File: config.mk
export PLATFORM = sky130hd
export DESIGN_NAME = crc8_frame_receiver
export DESIGN_NICKNAME = d
export VERILOG_FILES = /design/src/hw/rtl/cfr_pkg.sv /design/src/hw/rtl/cfr_in_stage.sv /design/src/hw/rtl/cfr_deframer.sv /design/src/hw/rtl/cfr_out_stage.sv /design/src/hw/rtl/crc8_frame_receiver.sv
export SDC_FILE = /design/constraint.sdc
export NUM_CORES = 1
export LEC_CHECK = 0
export ABC_AREA = 1
export BUFFER_PORTS_ARGS = -buffer_cell sky130_fd_sc_hd__buf_2
export CORE_MARGIN = 1.5
export CORE_UTILIZATION = 29
export CTS_CLUSTER_SIZE = 14
export DETAILED_ROUTE_END_ITERATION = 16
export PLACE_DENSITY = 0.49
export SLEW_MARGIN = 20
export SYNTH_ARGS = -nofsm -noshare
export SYNTH_HDL_FRONTEND = slang
export SYNTH_HIERARCHICAL = 1
export SYNTH_SLANG_ARGS = --single-unit
File: constraint.sdc
create_clock -name clk_i -period 2.5 [get_ports clk_i]
set_input_delay 0.125 -clock clk_i [delete_from_list [all_inputs] [get_ports clk_i]]
set_output_delay 0.125 -clock clk_i [all_outputs]
set_load 0.01 [all_outputs]
File: src/hw/rtl/cfr_pkg.sv
`default_nettype none

package cfr_pkg;

  typedef enum logic [1:0] {
    PH_HUNT = 2'd0,
    PH_HALF = 2'd1,
    PH_BODY = 2'd2
  } phase_e;

  localparam logic [7:0] HdrFirst  = 8'hA5;
  localparam logic [7:0] HdrSecond = 8'h5A;
  localparam logic [7:0] CrcPoly   = 8'h80;
  localparam logic [2:0] FrameLast = 3'd7;
  localparam logic [2:0] AngleLast = 3'd3;
  localparam logic [2:0] ForceLast = 3'd5;

  typedef struct packed {
    logic signed [15:0] angle_raw;
    logic signed [15:0] force_raw;
    logic [3:0]         device_error;
    logic [3:0]         device_status;
    logic               crc_ok;
  } result_t;

  // one byte through the reflected crc, eight shift steps
  function automatic logic [7:0] crc_byte(input logic [7:0] crc, input logic [7:0] data);
    logic [7:0] c;
    c = crc ^ data;
    for (int k = 0; k < 8; k++) begin
      if (c[0]) begin
        c = (c >> 1) ^ CrcPoly;
      end else begin
        c = c >> 1;
      end
    end
    return c;
  endfunction

endpackage

`default_nettype wire

File: src/hw/rtl/cfr_in_stage.sv
`default_nettype none

module cfr_in_stage (
  input  wire logic       clk_i,
  input  wire logic       rst_ni,
  input  wire logic       in_valid_i,
  output logic            in_stall_o,
  input  wire logic [7:0] byte_i,
  input  wire logic       adv_i,
  output logic            valid_o,
  output logic [7:0]      byte_o
);

  logic       valid_q;
  logic [7:0] byte_q;

  // the held byte leaves when the deframer takes it
  assign in_stall_o = valid_q && !adv_i;

  always_ff @(posedge clk_i or negedge rst_ni) begin
    if (!rst_ni) begin
      valid_q <= 1'b0;
    end else if (!in_stall_o) begin
      valid_q <= in_valid_i;
    end
  end

  always_ff @(posedge clk_i) begin
    if (in_valid_i && !in_stall_o) begin
      byte_q <= byte_i;
    end
  end

  assign valid_o = valid_q;
  assign byte_o  = byte_q;

endmodule

`default_nettype wire

File: src/hw/rtl/cfr_deframer.sv
`default_nettype none

module cfr_deframer (
  input  wire logic       clk_i,
  input  wire logic       rst_ni,
  input  wire logic       fire_i,
  input  wire logic [7:0] byte_i,
  output logic            emit_o,
  output cfr_pkg::result_t result_o
);

  cfr_pkg::phase_e phase_q, phase_d;
  logic [2:0]      idx_q, idx_d;
  logic [7:0]      crc_q, crc_d;
  logic [15:0]     angle_q, angle_d;
  logic [15:0]     force_q, force_d;
  logic [7:0]      tag_q, tag_d;
  logic            crc_match;

  always_comb begin
    phase_d = phase_q;
    idx_d   = idx_q;
    crc_d   = crc_q;
    angle_d = angle_q;
    force_d = force_q;
    tag_d   = tag_q;
    unique case (phase_q)
      cfr_pkg::PH_HALF: begin
        if (byte_i == cfr_pkg::HdrSecond) begin
          crc_d   = cfr_pkg::crc_byte(crc_q, byte_i);
          phase_d = cfr_pkg::PH_BODY;
          idx_d   = 3'd2;
        end else if (byte_i == cfr_pkg::HdrFirst) begin
          // repeated first header byte keeps the partial match
          crc_d = cfr_pkg::crc_byte(8'h00, byte_i);
          idx_d = 3'd1;
        end else begin
          phase_d = cfr_pkg::PH_HUNT;
          idx_d   = 3'd0;
          crc_d   = 8'h00;
        end
      end
      cfr_pkg::PH_BODY: begin
        if (idx_q == cfr_pkg::FrameLast) begin
          phase_d = cfr_pkg::PH_HUNT;
          idx_d   = 3'd0;
          crc_d   = 8'h00;
        end else begin
          crc_d = cfr_pkg::crc_byte(crc_q, byte_i);
          if (idx_q <= cfr_pkg::AngleLast) begin
            angle_d = {angle_q[7:0], byte_i};
          end else if (idx_q <= cfr_pkg::ForceLast) begin
            force_d = {force_q[7:0], byte_i};
          end else begin
            tag_d = byte_i;
          end
          idx_d = idx_q + 3'd1;
        end
      end
      default: begin
        if (byte_i == cfr_pkg::HdrFirst) begin
          crc_d   = cfr_pkg::crc_byte(8'h00, byte_i);
          phase_d = cfr_pkg::PH_HALF;
          idx_d   = 3'd1;
        end else begin
          phase_d = cfr_pkg::PH_HUNT;
          idx_d   = 3'd0;
          crc_d   = 8'h00;
        end
      end
    endcase
  end

  always_ff @(posedge clk_i or negedge rst_ni) begin
    if (!rst_ni) begin
      phase_q <= cfr_pkg::PH_HUNT;
      idx_q   <= 3'd0;
      crc_q   <= 8'h00;
      angle_q <= 16'h0000;
      force_q <= 16'h0000;
      tag_q   <= 8'h00;
    end else if (fire_i) begin
      phase_q <= phase_d;
      idx_q   <= idx_d;
      crc_q   <= crc_d;
      angle_q <= angle_d;
      force_q <= force_d;
      tag_q   <= tag_d;
    end
  end

  assign emit_o    = (phase_q == cfr_pkg::PH_BODY) && (idx_q == cfr_pkg::FrameLast);
  assign crc_match = (byte_i == crc_q);

  // all fields are zero on a crc mismatch
  always_comb begin
    result_o.angle_raw     = crc_match ? angle_q : 16'sd0;
    result_o.force_raw     = crc_match ? force_q : 16'sd0;
    result_o.device_error  = crc_match ? tag_q[7:4] : 4'h0;
    result_o.device_status = crc_match ? tag_q[3:0] : 4'h0;
    result_o.crc_ok        = crc_match;
  end

endmodule

`default_nettype wire

File: src/hw/rtl/cfr_out_stage.sv
`default_nettype none

module cfr_out_stage (
  input  wire logic              clk_i,
  input  wire logic              rst_ni,
  input  wire logic              load_i,
  input  wire cfr_pkg::result_t  result_i,
  output logic                   can_load_o,
  output logic                   out_valid_o,
  input  wire logic              out_stall_i,
  output cfr_pkg::result_t       result_o
);

  logic             valid_q, valid_d;
  cfr_pkg::result_t result_q;

  assign can_load_o = !valid_q || !out_stall_i;
  assign valid_d    = load_i || (valid_q && out_stall_i);

  always_ff @(posedge clk_i or negedge rst_ni) begin
    if (!rst_ni) begin
      valid_q <= 1'b0;
    end else begin
      valid_q <= valid_d;
    end
  end

  always_ff @(posedge clk_i) begin
    if (load_i) begin
      result_q <= result_i;
    end
  end

  assign out_valid_o = valid_q;
  assign result_o    = result_q;

endmodule

`default_nettype wire

File: src/hw/rtl/crc8_frame_receiver.sv
`default_nettype none

// Byte-stream frame receiver: hunts for the header A5 5A, collects an 8-byte frame
// (big-endian signed angle and force words, a tag byte, a CRC-8 byte) and delivers one
// result per frame. One byte is accepted every cycle while in_stall_o is low; a result
// is presented once the frame's last byte has passed the input register, then the result
// register. out_stall_i reaches in_stall_o combinationally. A result that is still
// waiting holds the frame's CRC byte in the input register, which stalls the input until
// the result is taken; no other byte waits on the output side. On a CRC mismatch
// crc_ok_o is low and every other field is zero.
module crc8_frame_receiver (
  input  wire logic               clk_i,
  input  wire logic               rst_ni,
  input  wire logic               in_valid_i,
  output logic                    in_stall_o,
  input  wire logic [7:0]         rx_byte_i,
  output logic                    out_valid_o,
  input  wire logic               out_stall_i,
  output logic signed [15:0]      angle_raw_o,
  output logic signed [15:0]      force_raw_o,
  output logic [3:0]              device_error_o,
  output logic [3:0]              device_status_o,
  output logic                    crc_ok_o
);

  logic             byte_valid;
  logic [7:0]       byte_q;
  logic             adv;
  logic             emit;
  logic             can_load;
  cfr_pkg::result_t frame_res;
  cfr_pkg::result_t out_res;

  // a byte that yields no result never waits on the output side
  assign adv = byte_valid && (!emit || can_load);

  cfr_in_stage u_in (
    .clk_i      (clk_i),
    .rst_ni     (rst_ni),
    .in_valid_i (in_valid_i),
    .in_stall_o (in_stall_o),
    .byte_i     (rx_byte_i),
    .adv_i      (adv),
    .valid_o    (byte_valid),
    .byte_o     (byte_q)
  );

  cfr_deframer u_deframer (
    .clk_i    (clk_i),
    .rst_ni   (rst_ni),
    .fire_i   (adv),
    .byte_i   (byte_q),
    .emit_o   (emit),
    .result_o (frame_res)
  );

  cfr_out_stage u_out (
    .clk_i       (clk_i),
    .rst_ni      (rst_ni),
    .load_i      (adv && emit),
    .result_i    (frame_res),
    .can_load_o  (can_load),
    .out_valid_o (out_valid_o),
    .out_stall_i (out_stall_i),
    .result_o    (out_res)
  );

  assign angle_raw_o     = out_res.angle_raw;
  assign force_raw_o     = out_res.force_raw;
  assign device_error_o  = out_res.device_error;
  assign device_status_o = out_res.device_status;
  assign crc_ok_o        = out_res.crc_ok;

`ifndef NO_ASSERTIONS
  a_no_overwrite: assert property (@(posedge clk_i) disable iff (!rst_ni)
    (out_valid_o && out_stall_i) |-> !(adv && emit))
    else $error("waiting result overwritten");

  a_emit_shows: assert property (@(posedge clk_i) disable iff (!rst_ni)
    (adv && emit) |=> out_valid_o)
    else $error("finished frame not presented");

  a_bad_crc_zero: assert property (@(posedge clk_i) disable iff (!rst_ni)
    (out_valid_o && !crc_ok_o) |-> (angle_raw_o == 16'sd0 && force_raw_o == 16'sd0
      && device_error_o == 4'h0 && device_status_o == 4'h0))
    else $error("fields not cleared on crc mismatch");
`endif

endmodule

`default_nettype wire
==> summary.txt <==
Floorplan
  • Starting Density: 0.298
  • Area of the core: around 0.015 mm2
  • # rows: 44
  • IO Count: 55
  • Die width: ~130 um
  • Die Area: ~0.016 mm2
  • Die H: between 100 and 150 um

Pwr
  • Pwr dens: around 660 mW/mm2
  • Total power: between 0.003 and 0.004 W
  • Leak Pwr: between 2 and 3 nW
  • Max VDD drop: ~0.40 mV

Cells and area
  • Final core utilization: 0.359
  • Fillcell total: around 1.5k
  • Antenna cells: 0
  • Nets@finish: 494
  • Non-Filler Instances: 665
  • Area growth, synth to finish: 20.3%
  • Share of cells above drive strength 1: 0.202

Global route
  • Total track usage: 0.108
  • Largest net degree at the start of global routing: 43
  • First-pass GRT wire length: 13400 um
  • Number of global-route vias before repair: 2697
  • Remaining Overflow, GRT: 0
  • Initial antenna violation count: 0

Timing
  • Slew Viols, Final: 0
  • Final setup vio count: 0
  • RSZ-0062 raised after global routing: false
  • Tightest Pin Transition: 755 ps
  • Max Fclk: approximately 0.46 GHz
  • Skew final: about 4.7 ps
  • Final WS setup: ~320 ps
  • Final Cycle Share: 0.872
  • Final hold vios: 0
  • Slew Limit Headroom: 0.494
  • Post-route setup TNS: 0 ps
  • Tmin final: 2180 ps

Detailed routing
  • Vias per inst: 4.22
  • Routed via count: ~2.8k
  • Initial drt markers: 230
  • Final wirelength: approximately 8100 um
  • Initial DRT Pass Iterations: 4
  • DRC: 0
  • Post-route ant nets: 0
  • Avg WL per Cell: approximately 12 um

Flow run
  • MaxCap Viol Count: 0

Yosys
  • Syn Area/Cell: ~11 um2
  • Synth cell types: 29
  • Net Count, Synth: around 430
  • Sequential share of the synthesized area: 0.655
  • Synth area leaders: edfxtp_1 34%, dfrtp_1 32%, nand2_1 6.0%, inv_1 5.7%, nor2_1 4.6%
  • Yosys top cell by area: edfxtp_1
  • Synth Cell Area: ~0.0043 mm2
  • Synth top area share: 0.338
  • Synth Instances: roughly 410
  • Syn. warnings: 6
  • Yosys reg bits: roughly 100

Placed design
  • Placed Cells incl. Taps: about 640
  • Detailed Place HPWL: approximately 5500 um
  • GP Congestion: about 0.80
  • Pre-CTS setup slack: between 300 and 400 ps
  • I/O Buffers: between 50 and 60

Worst setup path
  • FF-to-FF setup slack: roughly 320 ps
  • WP data arrival: between 2000 and 2500 ps
  • FF-to-FF End: u_deframer/crc_q[7]
  • CP dominant cell by count: ha_1
  • Worst-path cell chain: ha_1 > ha_1 > nand2_1 > inv_1 > a21oi_2 > inv_2 > nor2_1 > nand4_1 > nand3_1
  • Worst setup path class: reg -> reg
  • CP Max Fanout: 9
  • Reg2Reg Launch Point: u_deframer/idx_q[0]
  • Worst-case reg-to-reg path depth: 9
  • Req. time, crit path: 2770 ps
  • Worst path slowest cell: dfrtp_1
  • Setup crit start kind: flip-flop
  • Crit end category: flip-flop
  • Slowest stage delay, CP: around 440 ps

Clocking
  • Root buffer cell: clkbuf_16
  • Clock slew at reported path FFs: around 70 ps
  • H-tree Lvls: 3
  • CTS Buffer Depth: 2
  • Setup Buffers After CTS: 0
  • Number of buffers created by CTS: 9
  • Clock Latency Late Sink: roughly 340 ps
  • CTS sink cnt: between 100 and 150
  • CTS tree: built
  • Post-CTS Resized: 0

Outcome
  • Outcome: completed

Min path
  • Worst Hold End: u_out/out_valid_o
  • Hold Crit Class: in -> reg
  • WHS Path Cells: 3
  • Hold wc startpoint: out_stall_i
==> cell usage after synthesis, drive strengths merged <==
cell type and n:
dfrtp 55, nor3 2, a21oi 4, o21ai 48
xor2 4, inv 69, xnor2 4, nand2 74
o211ai 1, nand3 16, nor2 59, o22ai 1
ha 6, nand2b 1, buf 14, edfxtp 49
and2 1, nand4 1
==> placed cells by master, fill, tap and decap left out, drive strengths merged, types with 6 or more instances in the layout <==
| cell type | instances |
|---|---|
| edfxtp | 49 |
| o21ai | 48 |
| nand3 | 16 |
| dlygate4sd3 | 10 |
| nor2 | 59 |
| clkbuf | 10 |
| ha | 6 |
| dfrtp | 55 |
| inv | 70 |
| buf | 60 |
| nand2 | 74 |
==> power by group <==
part           switching [W]  total (W)  internal [W]
clock               0.000617    0.00153      0.000912
sequential         0.0000102    0.00180       0.00179
combinational      0.0000663  0.0000988     0.0000325
total               0.000694    0.00343       0.00274
==> per-stage QoR <==
step                      hold WS (ps)  area [um2]
after floorplan                   -171        4350
after CTS                         11.3        5230
after detailed placement          88.2        4800
after global routing              39.4        5230
after global placement            92.1        4800
final                             26.2        5230
==> kinds of logic (layout without fill, tap and decap cells) <==
logic type,after synthesis,after routing,share of synthesized area
compound gates,54,54,0.0713
xor+xnor,8,8,0.0161
fa+ha+maj,6,6,0.0173
buf+inv,83,155,0.0866
flops,104,104,0.655
simple gates,154,154,0.154
==> worst max path at each step <==
stage / from / end / slack [ps] / depth (start not counted)
after global placement: u_deframer/idx_q[0] / u_deframer/crc_q[2] / 410 / 9
final: u_deframer/idx_q[0] / u_deframer/crc_q[7] / 320 / 9
after CTS: u_deframer/idx_q[0] / u_deframer/crc_q[7] / 320 / 9
after floorplan: u_deframer/idx_q[0] / u_out/result_o[0] / 370 / 6
after global routing: u_deframer/idx_q[0] / u_deframer/crc_q[3] / 190 / 10
after detailed placement: u_deframer/idx_q[0] / u_deframer/crc_q[7] / 350 / 9
==> registers in the layout (all words and copies together), names as in the netlist <==
register,flops
u_in/valid_o,1
u_deframer/crc_q,8
u_deframer/tag_q,8
u_deframer/idx_q,3
u_in/byte_o,8
u_out/out_valid_o,1
u_out/result_o,41
u_deframer/angle_q,16
u_deframer/phase_q,2
u_deframer/force_q,16
==> metal layers <==
metal  GRT usage  wire (um)  vias to the layer above
met5           0          0                        -
met4      0.0354        100                        0
met3      0.0364        446                       10
met2       0.164       3700                       70
met1       0.144       3850                     1300
li1            -          -                     1423
==> final cells by class <==
type                    instances  area (um2)  area share
multi-input cells             222        1120       0.215
clock inverters                 6        90.1      0.0172
clock buffers                  10         239      0.0457
inverters                      69         259      0.0495
well taps                     184         230      0.0440
flip-flops and latches        104        2850       0.544
repair buffers                 70         440      0.0842
==> critical path: cells and delay by family, from the launching register on <==
| kind | cells | cell delay, ps |
|---|---|---|
| buf+inv | 2 | 190 |
| compound gates | 1 | 160 |
| flops | 1 | 440 |
| fa+ha+maj | 2 | 450 |
| simple gates | 4 | 860 |
==> timing repair <==
item	in CTS	in global routing
hold buffers	10	0
endpoints found under the hold margin	25	0
endpoints found under the setup margin	0	0
No activity file was read; power rests on OpenSTA's default activity.
